<file path="src/hdl/cursor_hash_table_engine_core_assert.svh">
// Assertion helpers shared by the hash table engine modules.
`ifndef CURSOR_HASH_TABLE_ENGINE_CORE_ASSERT_SVH
`define CURSOR_HASH_TABLE_ENGINE_CORE_ASSERT_SVH

// Same-cycle implication, disabled while in reset.
`define CHT_ASSERT_IMPL(lbl, clk, rst_n, ante, cons, msg) \
  lbl: assert property (@(posedge clk) disable iff (!rst_n) (ante) |-> (cons)) \
    else $error(msg);

// Next-cycle implication, disabled while in reset.
`define CHT_ASSERT_NEXT(lbl, clk, rst_n, ante, cons, msg) \
  lbl: assert property (@(posedge clk) disable iff (!rst_n) (ante) |=> (cons)) \
    else $error(msg);

`endif

</file>
<file path="src/hdl/cht_pkg.sv">
package cht_pkg;

  localparam int KEY_W  = 15;
  localparam int SLOT_W = 5;
  localparam int REQ_W  = 2;
  localparam int ST_W   = 2;

  // Request codes
  localparam logic [REQ_W-1:0] REQ_INSERT = 2'd0;
  localparam logic [REQ_W-1:0] REQ_SEARCH = 2'd1;
  localparam logic [REQ_W-1:0] REQ_DELETE = 2'd2;
  localparam logic [REQ_W-1:0] REQ_NOP    = 2'd3;

  // Status codes
  localparam logic [ST_W-1:0] ST_OK   = 2'd0;
  localparam logic [ST_W-1:0] ST_MISS = 2'd1;
  localparam logic [ST_W-1:0] ST_FULL = 2'd2;

  typedef struct packed {
    logic [REQ_W-1:0] req_type;
    logic [KEY_W-1:0] key;
  } in_word_t;

  typedef struct packed {
    logic [ST_W-1:0]   status;
    logic [SLOT_W-1:0] slot_index;
  } out_word_t;

  // Classified request handed from the front to the back.
  typedef struct packed {
    logic [REQ_W-1:0] req;
    logic [KEY_W-1:0] key;
    logic [KEY_W-1:0] home;
    logic             bad;
  } cmd_t;

  typedef enum logic [1:0] {
    F_IDLE,
    F_HASH,
    F_SEND
  } front_state_e;

  typedef enum logic [2:0] {
    B_INIT,
    B_IDLE,
    B_IHOME,
    B_ICELL,
    B_IWALK,
    B_SCHK,
    B_DFREE,
    B_RESP
  } back_state_e;

endpackage

</file>
<file path="src/hdl/cursor_hash_table_engine_core.sv">
// Hash set of three-letter keys (base-26, 15 bits) in a slot store of SLOTS
// cells: cells below BUCKETS are addressed by key mod BUCKETS, the rest form an
// overflow area kept on a free list and chained behind full buckets.
// Input words (req_type, key) enter on push_i while full_o is low; each word
// yields exactly one result word (status, slot_index), presented while empty_o
// is low and removed with pop_i.
// The front takes key mod BUCKETS by reciprocal multiply, subtract and one
// correction; each accepted word passes accept, 3 hash steps and hand-off,
// and the front takes no new word until it has handed off the last one.
// A two-entry queue feeds the back, which runs the slot store through one
// read port and one write port: a request with a bad bucket or unused code
// resolves without a store access, a search or delete reads the chain cell by
// cell from its home bucket (an overflow delete then pushes the freed cell on
// the free list), and an insert fills its home bucket or takes an overflow
// cell and walks the chain to its tail to link it there.
// After reset the back sweeps the store once, clearing valid marks and
// building the free list; full_o stays high during that sweep.
// When the receiver holds off pop_i, one result waits in the output register,
// the back stalls behind it, and the queue and front keep taking words until
// they fill.
module cursor_hash_table_engine_core #(
  parameter int BUCKETS = 16,
  parameter int SLOTS   = 32
) (
  input  logic               clk_i,
  input  logic               rst_ni,
  input  logic               push_i,
  output logic               full_o,
  input  cht_pkg::in_word_t  in_word_i,
  output logic               empty_o,
  input  logic               pop_i,
  output cht_pkg::out_word_t out_word_o
);

  cht_pkg::cmd_t front_cmd, back_cmd;
  logic          cmd_push, cmd_full, cmd_pop, cmd_empty, init_busy;

  cht_front #(
    .BUCKETS (BUCKETS),
    .SLOTS   (SLOTS)
  ) u_front (
    .clk_i       (clk_i),
    .rst_ni      (rst_ni),
    .push_i      (push_i),
    .full_o      (full_o),
    .in_word_i   (in_word_i),
    .init_busy_i (init_busy),
    .cmd_full_i  (cmd_full),
    .cmd_push_o  (cmd_push),
    .cmd_o       (front_cmd)
  );

  cht_fifo u_fifo (
    .clk_i   (clk_i),
    .rst_ni  (rst_ni),
    .push_i  (cmd_push),
    .data_i  (front_cmd),
    .full_o  (cmd_full),
    .pop_i   (cmd_pop),
    .data_o  (back_cmd),
    .empty_o (cmd_empty)
  );

  cht_back #(
    .BUCKETS (BUCKETS),
    .SLOTS   (SLOTS)
  ) u_back (
    .clk_i       (clk_i),
    .rst_ni      (rst_ni),
    .cmd_empty_i (cmd_empty),
    .cmd_i       (back_cmd),
    .cmd_pop_o   (cmd_pop),
    .init_busy_o (init_busy),
    .empty_o     (empty_o),
    .pop_i       (pop_i),
    .out_word_o  (out_word_o)
  );

endmodule

</file>
<file path="src/hdl/cht_front.sv">
module cht_front #(
  parameter int BUCKETS = 16,
  parameter int SLOTS   = 32
) (
  input  logic              clk_i,
  input  logic              rst_ni,
  input  logic              push_i,
  output logic              full_o,
  input  cht_pkg::in_word_t in_word_i,
  input  logic              init_busy_i,
  input  logic              cmd_full_i,
  output logic              cmd_push_o,
  output cht_pkg::cmd_t     cmd_o
);

  localparam int KW = cht_pkg::KEY_W;
  localparam int PW = 2 * KW;
  // Reciprocal of the bucket count scaled by 2^KW; the quotient it gives is at
  // most one short, so one compare and subtract finishes the remainder.
  localparam logic [KW-1:0] RECIP = KW'((2 ** KW) / BUCKETS);
  localparam logic [KW-1:0] BKT   = KW'(BUCKETS);

  cht_pkg::front_state_e state_q, state_d;
  logic [cht_pkg::REQ_W-1:0] req_q, req_d;
  logic [KW-1:0]             key_q, key_d;
  logic [KW-1:0]             rem_q, rem_d;
  logic [PW-1:0]             prod_q, prod_d;
  logic [1:0]                step_q, step_d;
  logic [KW-1:0]             quot, quot_bkt;

  assign quot     = prod_q[PW-1:KW];
  assign quot_bkt = quot * BKT;

  always_comb begin
    state_d    = state_q;
    req_d      = req_q;
    key_d      = key_q;
    rem_d      = rem_q;
    prod_d     = prod_q;
    step_d     = step_q;
    cmd_push_o = 1'b0;
    full_o     = 1'b1;
    case (state_q)
      cht_pkg::F_IDLE: begin
        full_o = init_busy_i;
        if (push_i && !init_busy_i) begin
          req_d   = in_word_i.req_type;
          key_d   = in_word_i.key;
          step_d  = 2'd0;
          state_d = cht_pkg::F_HASH;
        end
      end
      cht_pkg::F_HASH: begin
        // Multiply by the reciprocal, take the estimate off the key, then fix.
        if (step_q == 2'd0) begin
          prod_d = PW'(key_q) * PW'(RECIP);
          step_d = 2'd1;
        end else if (step_q == 2'd1) begin
          rem_d  = key_q - quot_bkt;
          step_d = 2'd2;
        end else begin
          if (rem_q >= BKT) begin
            rem_d = rem_q - BKT;
          end
          state_d = cht_pkg::F_SEND;
        end
      end
      cht_pkg::F_SEND: begin
        cmd_push_o = !cmd_full_i;
        if (!cmd_full_i) begin
          state_d = cht_pkg::F_IDLE;
        end
      end
      default: begin
        state_d = cht_pkg::F_IDLE;
      end
    endcase
  end

  always_comb begin
    cmd_o.req  = req_q;
    cmd_o.key  = key_q;
    cmd_o.home = rem_q;
    // Unused code or a bucket past the store resolves without touching it.
    cmd_o.bad  = (req_q == cht_pkg::REQ_NOP) || (int'(rem_q) >= SLOTS);
  end

  always_ff @(posedge clk_i or negedge rst_ni) begin
    if (!rst_ni) begin
      state_q <= cht_pkg::F_IDLE;
    end else begin
      state_q <= state_d;
    end
  end

  always_ff @(posedge clk_i) begin
    req_q  <= req_d;
    key_q  <= key_d;
    rem_q  <= rem_d;
    prod_q <= prod_d;
    step_q <= step_d;
  end

  `include "cursor_hash_table_engine_core_assert.svh"

  `CHT_ASSERT_IMPL(a_home_range, clk_i, rst_ni, state_q == cht_pkg::F_SEND, rem_q < BKT, "bad home")
  `CHT_ASSERT_NEXT(a_accept_hash, clk_i, rst_ni, push_i && !full_o, state_q == cht_pkg::F_HASH, "no hash")

endmodule

</file>
<file path="src/hdl/cht_fifo.sv">
module cht_fifo (
  input  logic          clk_i,
  input  logic          rst_ni,
  input  logic          push_i,
  input  cht_pkg::cmd_t data_i,
  output logic          full_o,
  input  logic          pop_i,
  output cht_pkg::cmd_t data_o,
  output logic          empty_o
);

  localparam int DEPTH = 2;
  localparam int PW    = $clog2(DEPTH);
  localparam int CW    = $clog2(DEPTH + 1);

  cht_pkg::cmd_t   buf_q [DEPTH];
  logic [PW-1:0]   wptr_q, rptr_q;
  logic [CW-1:0]   cnt_q;
  logic            do_push, do_pop;

  assign full_o  = (cnt_q == CW'(DEPTH));
  assign empty_o = (cnt_q == '0);
  assign do_push = push_i && !full_o;
  assign do_pop  = pop_i && !empty_o;
  assign data_o  = buf_q[rptr_q];

  always_ff @(posedge clk_i or negedge rst_ni) begin
    if (!rst_ni) begin
      wptr_q <= '0;
      rptr_q <= '0;
      cnt_q  <= '0;
    end else begin
      if (do_push) begin
        wptr_q <= wptr_q + PW'(1);
      end
      if (do_pop) begin
        rptr_q <= rptr_q + PW'(1);
      end
      if (do_push && !do_pop) begin
        cnt_q <= cnt_q + CW'(1);
      end else if (do_pop && !do_push) begin
        cnt_q <= cnt_q - CW'(1);
      end
    end
  end

  always_ff @(posedge clk_i) begin
    if (do_push) begin
      buf_q[wptr_q] <= data_i;
    end
  end

  `include "cursor_hash_table_engine_core_assert.svh"

  `CHT_ASSERT_IMPL(a_cnt_max, clk_i, rst_ni, 1'b1, cnt_q <= CW'(DEPTH), "queue count overflow")

endmodule

</file>
<file path="src/hdl/cht_back.sv">
module cht_back #(
  parameter int BUCKETS = 16,
  parameter int SLOTS   = 32
) (
  input  logic               clk_i,
  input  logic               rst_ni,
  input  logic               cmd_empty_i,
  input  cht_pkg::cmd_t      cmd_i,
  output logic               cmd_pop_o,
  output logic               init_busy_o,
  output logic               empty_o,
  input  logic               pop_i,
  output cht_pkg::out_word_t out_word_o
);

  localparam int KW = cht_pkg::KEY_W;
  localparam int SW = cht_pkg::SLOT_W;
  localparam int IW = $clog2(SLOTS);
  localparam int LW = IW + 1;
  localparam int CW = $clog2(SLOTS + 1);
  localparam logic [LW-1:0] LINK_NULL = '1;
  localparam logic [LW-1:0] FREE_RST  = (BUCKETS < SLOTS) ? LW'(BUCKETS) : LINK_NULL;

  typedef struct packed {
    logic          vld;
    logic [LW-1:0] link;
    logic [KW-1:0] key;
  } entry_t;

  function automatic logic is_null(input logic [LW-1:0] l);
    return l >= LW'(SLOTS);
  endfunction

  entry_t mem [SLOTS];
  entry_t rd_q, wdata, e;
  logic           we, re;
  logic [IW-1:0]  waddr, raddr;

  cht_pkg::back_state_e state_q, state_d;
  cht_pkg::cmd_t        cmd_q, cmd_d;
  logic [LW-1:0]        loc_q, loc_d, prev_q, prev_d, cell_q, cell_d, free_q, free_d;
  logic [LW-1:0]        res_loc_q, res_loc_d, init_link;
  logic [cht_pkg::ST_W-1:0] res_st_q, res_st_d;
  entry_t               pent_q, pent_d;
  logic [CW-1:0]        steps_q, steps_d, steps_nx;
  logic [IW-1:0]        init_q, init_d;
  logic                 out_vld_q, out_vld_d;
  cht_pkg::out_word_t   out_q, out_d;

  assign e           = rd_q;
  assign steps_nx    = steps_q + CW'(1);
  assign init_busy_o = (state_q == cht_pkg::B_INIT);
  assign empty_o     = !out_vld_q;
  assign out_word_o  = out_q;

  // Primary cells and the last overflow cell end in null; others chain forward.
  always_comb begin
    if (int'(init_q) < BUCKETS || int'(init_q) + 1 >= SLOTS) begin
      init_link = LINK_NULL;
    end else begin
      init_link = LW'(init_q) + LW'(1);
    end
  end

  always_comb begin
    state_d   = state_q;
    cmd_d     = cmd_q;
    loc_d     = loc_q;
    prev_d    = prev_q;
    cell_d    = cell_q;
    free_d    = free_q;
    res_loc_d = res_loc_q;
    res_st_d  = res_st_q;
    pent_d    = pent_q;
    steps_d   = steps_q;
    init_d    = init_q;
    out_vld_d = out_vld_q && !pop_i;
    out_d     = out_q;
    we        = 1'b0;
    waddr     = '0;
    wdata     = '0;
    re        = 1'b0;
    raddr     = '0;
    cmd_pop_o = 1'b0;
    case (state_q)
      cht_pkg::B_INIT: begin
        we    = 1'b1;
        waddr = init_q;
        wdata = '{vld: 1'b0, link: init_link, key: '0};
        if (init_q == IW'(SLOTS - 1)) begin
          state_d = cht_pkg::B_IDLE;
        end else begin
          init_d = init_q + IW'(1);
        end
      end
      cht_pkg::B_IDLE: begin
        if (!cmd_empty_i) begin
          cmd_pop_o = 1'b1;
          cmd_d     = cmd_i;
          loc_d     = LW'(cmd_i.home);
          prev_d    = LINK_NULL;
          steps_d   = '0;
          if (cmd_i.bad) begin
            res_st_d = (cmd_i.req == cht_pkg::REQ_INSERT) ? cht_pkg::ST_FULL : cht_pkg::ST_MISS;
            state_d  = cht_pkg::B_RESP;
          end else begin
            re    = 1'b1;
            raddr = IW'(cmd_i.home);
            state_d = (cmd_i.req == cht_pkg::REQ_INSERT) ? cht_pkg::B_IHOME : cht_pkg::B_SCHK;
          end
        end
      end
      cht_pkg::B_IHOME: begin
        if (!e.vld) begin
          // Keep the link so a chain hanging off this bucket stays attached.
          we        = 1'b1;
          waddr     = loc_q[IW-1:0];
          wdata     = '{vld: 1'b1, link: e.link, key: cmd_q.key};
          res_st_d  = cht_pkg::ST_OK;
          res_loc_d = loc_q;
          state_d   = cht_pkg::B_RESP;
        end else if (is_null(free_q)) begin
          res_st_d = cht_pkg::ST_FULL;
          state_d  = cht_pkg::B_RESP;
        end else begin
          cell_d  = free_q;
          re      = 1'b1;
          raddr   = free_q[IW-1:0];
          state_d = cht_pkg::B_ICELL;
        end
      end
      cht_pkg::B_ICELL: begin
        // Pop the free head, fill it, then walk to the chain tail from home.
        free_d  = e.link;
        we      = 1'b1;
        waddr   = cell_q[IW-1:0];
        wdata   = '{vld: 1'b1, link: LINK_NULL, key: cmd_q.key};
        re      = 1'b1;
        raddr   = loc_q[IW-1:0];
        steps_d = '0;
        state_d = cht_pkg::B_IWALK;
      end
      cht_pkg::B_IWALK: begin
        if (steps_q < CW'(SLOTS) && !is_null(e.link)) begin
          loc_d   = e.link;
          steps_d = steps_nx;
          re      = 1'b1;
          raddr   = e.link[IW-1:0];
        end else begin
          we        = 1'b1;
          waddr     = loc_q[IW-1:0];
          wdata     = '{vld: e.vld, link: cell_q, key: e.key};
          res_st_d  = cht_pkg::ST_OK;
          res_loc_d = cell_q;
          state_d   = cht_pkg::B_RESP;
        end
      end
      cht_pkg::B_SCHK: begin
        if (e.vld && e.key == cmd_q.key) begin
          res_st_d  = cht_pkg::ST_OK;
          res_loc_d = loc_q;
          state_d   = cht_pkg::B_RESP;
          if (cmd_q.req == cht_pkg::REQ_DELETE) begin
            we = 1'b1;
            if (is_null(prev_q)) begin
              waddr = loc_q[IW-1:0];
              wdata = '{vld: 1'b0, link: e.link, key: e.key};
            end else begin
              // Unlink from the predecessor; the freed cell is pushed next cycle.
              waddr   = prev_q[IW-1:0];
              wdata   = '{vld: pent_q.vld, link: e.link, key: pent_q.key};
              state_d = cht_pkg::B_DFREE;
            end
          end
        end else begin
          prev_d  = loc_q;
          pent_d  = e;
          loc_d   = e.link;
          steps_d = steps_nx;
          if (steps_nx < CW'(SLOTS) && !is_null(e.link)) begin
            re    = 1'b1;
            raddr = e.link[IW-1:0];
          end else begin
            res_st_d = cht_pkg::ST_MISS;
            state_d  = cht_pkg::B_RESP;
          end
        end
      end
      cht_pkg::B_DFREE: begin
        we      = 1'b1;
        waddr   = loc_q[IW-1:0];
        wdata   = '{vld: 1'b0, link: free_q, key: e.key};
        free_d  = loc_q;
        state_d = cht_pkg::B_RESP;
      end
      cht_pkg::B_RESP: begin
        if (!out_vld_q || pop_i) begin
          out_vld_d        = 1'b1;
          out_d.status     = res_st_q;
          out_d.slot_index = (res_st_q == cht_pkg::ST_OK) ? SW'(res_loc_q[IW-1:0]) : '0;
          state_d          = cht_pkg::B_IDLE;
        end
      end
      default: begin
        state_d = cht_pkg::B_IDLE;
      end
    endcase
  end

  always_ff @(posedge clk_i) begin
    if (we) begin
      mem[waddr] <= wdata;
    end
    if (re) begin
      rd_q <= mem[raddr];
    end
  end

  always_ff @(posedge clk_i or negedge rst_ni) begin
    if (!rst_ni) begin
      state_q   <= cht_pkg::B_INIT;
      free_q    <= FREE_RST;
      init_q    <= '0;
      out_vld_q <= 1'b0;
    end else begin
      state_q   <= state_d;
      free_q    <= free_d;
      init_q    <= init_d;
      out_vld_q <= out_vld_d;
    end
  end

  always_ff @(posedge clk_i) begin
    cmd_q     <= cmd_d;
    loc_q     <= loc_d;
    prev_q    <= prev_d;
    cell_q    <= cell_d;
    res_loc_q <= res_loc_d;
    res_st_q  <= res_st_d;
    pent_q    <= pent_d;
    steps_q   <= steps_d;
    out_q     <= out_d;
  end

  `include "cursor_hash_table_engine_core_assert.svh"

  `CHT_ASSERT_IMPL(a_free_ovf, clk_i, rst_ni, !is_null(free_q), int'(free_q) >= BUCKETS, "free list head points into the primary area")
  `CHT_ASSERT_NEXT(a_out_hold, clk_i, rst_ni, out_vld_q && !pop_i, out_vld_q && $stable(out_q), "waiting result changed before pop")

endmodule
</file>
<file path="config.mk">
export PLATFORM = sky130hd
export DESIGN_NAME = cursor_hash_table_engine_core
export DESIGN_NICKNAME = d
export VERILOG_FILES = /design/src/hdl/cht_pkg.sv /design/src/hdl/cursor_hash_table_engine_core.sv /design/src/hdl/cht_front.sv /design/src/hdl/cht_fifo.sv /design/src/hdl/cht_back.sv
export VERILOG_INCLUDE_DIRS = /design/src /design/src/hdl
export SDC_FILE = /design/constraint.sdc
export NUM_CORES = 1
export LEC_CHECK = 0
export CAP_MARGIN = 0
export CORE_ASPECT_RATIO = 0.5
export CORE_UTILIZATION = 30
export CTS_CLUSTER_DIAMETER = 100
export CTS_CLUSTER_SIZE = 40
export DETAILED_ROUTE_END_ITERATION = 10
export DONT_BUFFER_PORTS = 1
export PLACE_DENSITY_LB_ADDON = 0.2
export SLEW_MARGIN = 0
export SYNTH_ARGS = -nofsm -noshare
export SYNTH_HDL_FRONTEND = slang
export SYNTH_SLANG_ARGS = --single-unit
</file>
<file path="constraint.sdc">
create_clock -name clk_i -period 7.99 [get_ports clk_i]
set_input_delay 0.799 -clock clk_i [delete_from_list [all_inputs] [get_ports clk_i]]
set_output_delay 0.799 -clock clk_i [all_outputs]
set_load 0.01 [all_outputs]
</file>
# ---- Word-level counts from Yosys, hierarchy flattened
# Memory sizes are Yosys's and may differ from the RTL's. A register that Yosys moved wholly into a read port is not among the register bits.
# Index checks and enable logic that the tools add are counted.
# Widths: inputs -> output; s select.
dict set report totals {
  in_bits 21
  mem_count 2
  out_inout_bits 9
  regBits 141
  ramBits 770
}
dict set report classes {
  addsub 10
  order_cmp 9
  n_eq_ne 31
  bitwise 5
  reduce_logical 52
  n_mux 95
}
# name words word_bits read_ports rd_ports_with_merged_regs write_ports line
set mem_list {}
lappend mem_list {u_back.mem 32 22 1 1 1 cht_back.sv:34} ;# entry_t mem [SLOTS];
lappend mem_list {u_fifo.buf_q 2 33 1 0 1 cht_fifo.sv:16} ;# cht_pkg::cmd_t buf_q [DEPTH];
# op n
set op_table {}
lappend op_table {{$pmux 22 s6} 1}
lappend op_table {{$mux 22} 5}
lappend op_table {{$mux 5} 15}
lappend op_table {{$mux 6} 9}
lappend op_table {{$mux 2} 17}
lappend op_table {{$mux 3} 11}
lappend op_table {{$ge 32x7->1 const B} 1}
lappend op_table {{$mux 15} 2}
lappend op_table {{$pmux 5 s6} 1}
lappend op_table {{$pmux 5 s5} 1}
lappend op_table {{$pmux 3 s8} 1}
lappend op_table {{$pmux 6 s2} 2}
lappend op_table {{$pmux 6 s4} 1}
lappend op_table {{$mux 1} 22}
lappend op_table {{$ge 6x6->1 const B} 3}
lappend op_table {{$pmux 6 s3} 1}
lappend op_table {{$reduce_and 4->1} 4}
lappend op_table {{$eq 15x15->1} 1}
lappend op_table {{$ge 15x5->1 const B} 1}
lappend op_table {{$ge 15x6->1 const B} 1}
lappend op_table {{$pmux 5 s3} 1}
lappend op_table {{$sub 15x15->15} 1}
lappend op_table {{$sub 15x5->15 const B} 1}
lappend op_table {{$ne 2x2->1 const B} 7}
lappend op_table {{37 further kinds} 92}

# ---- Longest topological paths before layout
dict set report logic_depth {
  depth_word 8
  mapped_depth 13
  mapped_depth_nobuf 12
}

# ---- Hierarchy
# From an unflattened synthesis, not the netlist that was laid out.
dict set report hier_totals {
  hier_cells 2754
  area_unflattened_um2 37916.4
}
# mod n_inst cells_each area_each_um2 seq_area_each_um2
set modules_own_cells {}
lappend modules_own_cells {cht_back 1 2443 32821.5 24309.6}
lappend modules_own_cells {cht_fifo 1 122 2730.1 2082.0}
lappend modules_own_cells {cht_front 1 189 2364.8 1401.3}

# ---- Worst setup path after synthesis
# OpenSTA, ideal clock, no wires.
dict set report synth_timing {
  kind {register to register}
  from {reg u_back.e[3] (netlist name)}
  to {mem u_back.mem[17][0] in the netlist's numbering, enable pin}
  setup_time_ps 401
  setup_slack_ps 4092
  n_path_buf 2
  stages_incl_launch_ff 12
  arrival_time_ps 3497
  required_time_ps 7589
  cell_sequence {edfxtp_1 xnor2_1 nand4_1 or4_1 or3_1 clkbuf_1 nor2_2 buf_4 a221oi_1 nor2_1 nand2_1 nor2_1}
}
dict set report synth_via {
  elab_chain_cells 6
  elab_cells_between_ends 8
  classes_between {eq/ne: 1; mux: 6; reduce/logical: 1}
}
# item line
set synth_rtl {}
lappend synth_rtl {{$eq 15x15->1 *} cht_back.sv:159} ;# if (e.vld && e.key == cmd_q.key) begin
lappend synth_rtl {{$logic_and 1x1->1 *} cht_back.sv:159}
lappend synth_rtl {{$mux 1} cht_back.sv:159}
lappend synth_rtl {{$pmux 1 s4} cht_back.sv:85} ;# case (state_q)
lappend synth_rtl {{$mux 1} cht_back.sv:211} ;# if (we) begin
lappend synth_rtl {{$mux 1 (not written as such)} cht_back.sv:212} ;# mem[waddr] <= wdata;
lappend synth_rtl {{end: declaration} cht_back.sv:34}
# Mark *: on every way between the ends. The rest lies on a longest branch, timed or not.

# ---- Worst setup path after layout
dict set report layout_timing {
  from {reg u_back.state_q[1]}
  to {reg u_back.e[8] (netlist name)}
}
dict set report layout_via {
  elab_chain_cells 2
  elab_cells_between_ends 7
  classes_between {eq/ne: 5; mux: 2}
}
# item line
set layout_rtl {}
lappend layout_rtl {{start: declaration} cht_back.sv:39} ;# cht_pkg::back_state_e state_q, state_d;
lappend layout_rtl {{start signal: assignment} cht_back.sv:221} ;# state_q <= cht_pkg::B_INIT;
lappend layout_rtl {{start signal: assignment} cht_back.sv:226} ;# state_q <= state_d;
lappend layout_rtl {{$eq 3x3->1 (tied with other cells)} cht_back.sv:85}
lappend layout_rtl {{$pmux 5 s5 / $pmux 1 s5 (equally long branches)} cht_back.sv:85}
# Parallel ways exist; a longest one is shown, timed or not.
# A chain may end at the register's enable or synchronous reset.

==> load_flow_metrics.sql <==
INSERT INTO impl_metrics (metric_group, metric, value, unit) VALUES
('timing', 'finalWorstPathRequiredPeriod', '5640', 'ps'),
('synth', 'synth_top_area_share', '72.0', '%'),
('run_status', 'run_status', 'finished clean', ''),
('timing', 'slew_headroom', '13.3', '%'),
('layout', 'area_growth', '9.30', '%'),
('floorplan', 'initial_core_util', '30.5', '%'),
('floorplan', 'num_io_pins', '30', ''),
('cts', 'h-tree-depth', '2', ''),
('drt', 'firstDrtPassIters', '5', ''),
('drt', 'wl_per_cell', '24.6', 'um'),
('cts', 'numCtsBuffers', '34', ''),
('layout', 'stdcell_count', '4265', ''),
('placement', 'detailedPlacementHpwl', '63000', 'um'),
('job', 'max_cap_viol_count', '0', ''),
('timing', 'fin_skew', '40.7', 'ps'),
('floorplan', 'die_extent_in_y', '251', 'um'),
('setup_path', 'critPathArrivalTime', '5920', 'ps'),
('timing', 'fmax', '177', 'MHz'),
('synth', 'post_synth.cell_area_avg', '14.0', 'um^2'),
('placement', 'port_buffers', '0', ''),
('drt', 'detail_route.drc_violations', '0', ''),
('drt', 'wirelength', '105000', 'um'),
('floorplan', 'floorplan.core_area', '0.122', 'mm^2'),
('timing', 'unrepaired_setup_endpoints_after_global_routing', 'no', ''),
('floorplan', 'rows', '90', ''),
('setup_path', 'worst_ep_required_time', '8270', 'ps'),
('cts', 'clock_sinks', '911', ''),
('timing', 'transition_time_of_the_tightest_slew_check_pin', '1300', 'ps'),
('drt', 'initialDrtViolationCount', '2497', ''),
('cts', 'tritoncts_clock_tree', 'built', ''),
('floorplan', 'die_area', '0.125', 'mm^2'),
('setup_path', 'crit_chain', 'clkinv_1, ha_1, nand2_1, o2111ai_2, o2bb2ai_4, buf_12, nand2_1, and3_1, a31oi_1, o22ai_1, nor4_2', ''),
('global_route', 'track_usage', '16.5', '%'),
('synth', 'syn-cell-area', '0.0371', 'mm^2'),
('layout', 'fraction_of_final_layout_cells_sized_beyond_drive_strength_1', '9.50', '%'),
('synth', 'postSynth.topFlopCell', 'edfxtp_1', ''),
('setup_path', 'cell_with_the_biggest_individual_delay_on_the_critical_path', 'dfrtp_1', ''),
('pwr', 'power_density', '399', 'mW/mm^2'),
('timing', 'finalSetupTns', '0', 'ps'),
('timing', 'hold_violations', '0', ''),
('global_route', 'global_route.overflow_total', '0', ''),
('cts', 'clock_root_buffer', 'clkbuf_16', ''),
('timing', 'final.setup.worst_slack', '2350', 'ps'),
('pwr', 'irDropWorstVdd', '0.265', 'mV'),
('min_path', 'hold_path.class', 'in2reg', ''),
('layout', 'num-fill-cells', '11839', ''),
('drt', 'vias_per_cell', '5.13', ''),
('setup_path', 'worstSetupStartpoint', 'u_back.state_q[1]', ''),
('cts', 'clock_latency', '640', 'ps'),
('timing', 'slew_viol_final', '0', ''),
('drt', 'detailroute.via_count', '21875', ''),
('synth', 'synth_edf_count', '890', ''),
('synth', 'post_synth_num_cell_types', '73', ''),
('pwr', 'cellLeakagePower', '13.8', 'nW'),
('layout', 'sequential_cell_area', '0.0273', 'mm^2'),
('placement', 'gp_congestion', '0.851', ''),
('setup_path', 'worstPathMaxFanout', '135', ''),
('placement', 'placement.setup.worst_slack', '2320', 'ps'),
('layout', 'area_of_the_multi_input_gates', '0.00927', 'mm^2'),
('global_route', 'global_route_wire_length_before_repair', '152000', 'um'),
('cts', 'worst_setup_hold_path_clk_slew', '120', 'ps'),
('setup_path', 'worst_setup_path_end_kind', 'flop', ''),
('global_route', 'grt_start_max_net_pins', '147', ''),
('cts', 'postCtsResizedCells', '0', ''),
('layout', 'nets', '2672', ''),
('synth', 'synth_cells', '2652', ''),
('global_route', 'antenna_found_initial', '4', ''),
('placement', 'placedCellCount', '4203', ''),
('setup_path', 'worst_setup_path_start_kind', 'flop', ''),
('setup_path', 'timing_worst_setup_path_type', 'reg2reg', ''),
('synth', 'synthesis.yosys.warnings', '0', '');
[synthesized netlist by cell type (9+ instances only)]
cell,count
nand2b_1,16
buf_1,9
inv_1,30
o21ai_0,28
dfrtp_1,20
mux2i_1,75
nor3_1,10
buf_2,69
nand3_1,53
ha_1,19
mux2_2,33
nor2_1,91
clkbuf_1,59
xor2_1,12
nor4_1,12
and2_1,22
a32oi_1,64
a21boi_0,23
nand2_1,634
nor4_2,16
and3_1,89
nor2b_1,10
a31oi_1,108
xnor2_1,27
edfxtp_1,890
o22ai_1,62
a22oi_1,29
a21oi_1,30
[critical path: cells and delay by family, from the launching register on]
kind	cells	cell delay, ps
buf+inv	2	950
flops	1	950
fa+ha+maj	1	430
compound gates	4	1150
simple gates	4	1530
[routing by layer]
metal  vias up  part of all wire (%)  GRT usage, %
met1     11250                    49          25.3
li1       9896                     -             -
met5         -                 0.012             0
met4         2                   1.2          2.59
met2       648                    42          23.7
met3        79                   7.8          3.70
[final timing paths]
path | depth (start not counted) | to | slack [ps]
max in group asynchronous | 2 | u_back.free_q[4] | 7100
min | 1 | u_back.out_vld_q | 270
max | 11 | u_back.e[8] | 2350
min in group asynchronous | 2 | u_back.free_q[0] | 660
max reg2reg | 11 | u_back.e[8] | 2350
min reg2reg | 0 | u_back.out_word_o[5] | 470
[through the flow]
step / utilization [%] / area, um^2 / hold slack [ps]
5_1_grt: 33.3 / 40500 / 224
2_1_floorplan: - / 37100 / 421
3_5_place_dp: 32.3 / 39300 / 440
4_1_cts: 33.3 / 40500 / 225
3_3_place_gp: 32.3 / 39300 / 443
6_report: 33.3 / 40500 / 265
[state kept, by name, summed over array words and instances (netlist names), 2 cells and up]
name,count
u_fifo.buf_q,48
u_back.cell_q,6
u_back.e,22
u_back.init_q,5
u_front.key_q,15
u_front.rem_q,15
u_back.res_st_q,2
u_back.state_q,3
u_back.pent_q,16
u_front.prod_q,11
u_back.res_loc_q,5
u_back.loc_q,6
u_back.cmd_q,17
u_fifo.cnt_q,2
u_back.free_q,6
u_front.req_q,2
u_front.step_q,2
u_back.steps_q,6
u_back.prev_q,6
u_back.mem,704
u_back.out_word_o,7
u_front.state_q,2
[placed cells by master, fill, tap and decap left out, types with 27 or more instances in the layout]
cell and instances:
nor2_2 31, inv_1 30, mux2_2 33, a31oi_1 108, nand2_1 634, nand3_1 53
xnor2_1 27, mux2i_1 75, a22oi_1 29, a32oi_1 64, clkbuf_16 35, a21oi_1 29
buf_4 81, o22ai_1 62, o21ai_0 28, and3_1 89, edfxtp_1 890, nor2_1 56
[layout make-up]
type | instances | area share, %
sequential | 911 | 67.2
multi-input combinational | 1565 | 22.9
antenna | 1 | 0.00617
inverter | 32 | 0.296
tap | 1610 | 4.97
clock inverter | 23 | 0.710
timing repair buffer | 87 | 1.77
clock buffer | 36 | 2.17
[cells by family after synthesis]
| family | count (synthesis) | share of synthesized area [%] |
|---|---|---|
| compound gates | 412 | 7.86 |
| buf+inv | 176 | 2.08 |
| xor+xnor | 39 | 0.921 |
| simple gates | 986 | 12.0 |
| flops | 911 | 73.5 |
| fa+ha+maj | 20 | 0.695 |
| mux | 108 | 3.03 |
[repair_timing]
item,4_1_cts,5_1_grt
hold buffers,2,0
endpoints found under the hold margin,21,0
buffers inserted,0,0
[power by group]
part           internal, mW  total (mW)  switching, mW  leakage (nW)
sequential             6.99        7.44          0.448          8.42
clock                 0.885        2.47           1.58         0.556
combinational          1.75        6.29           4.54          4.83
Power figures use the tool's default switching activity.
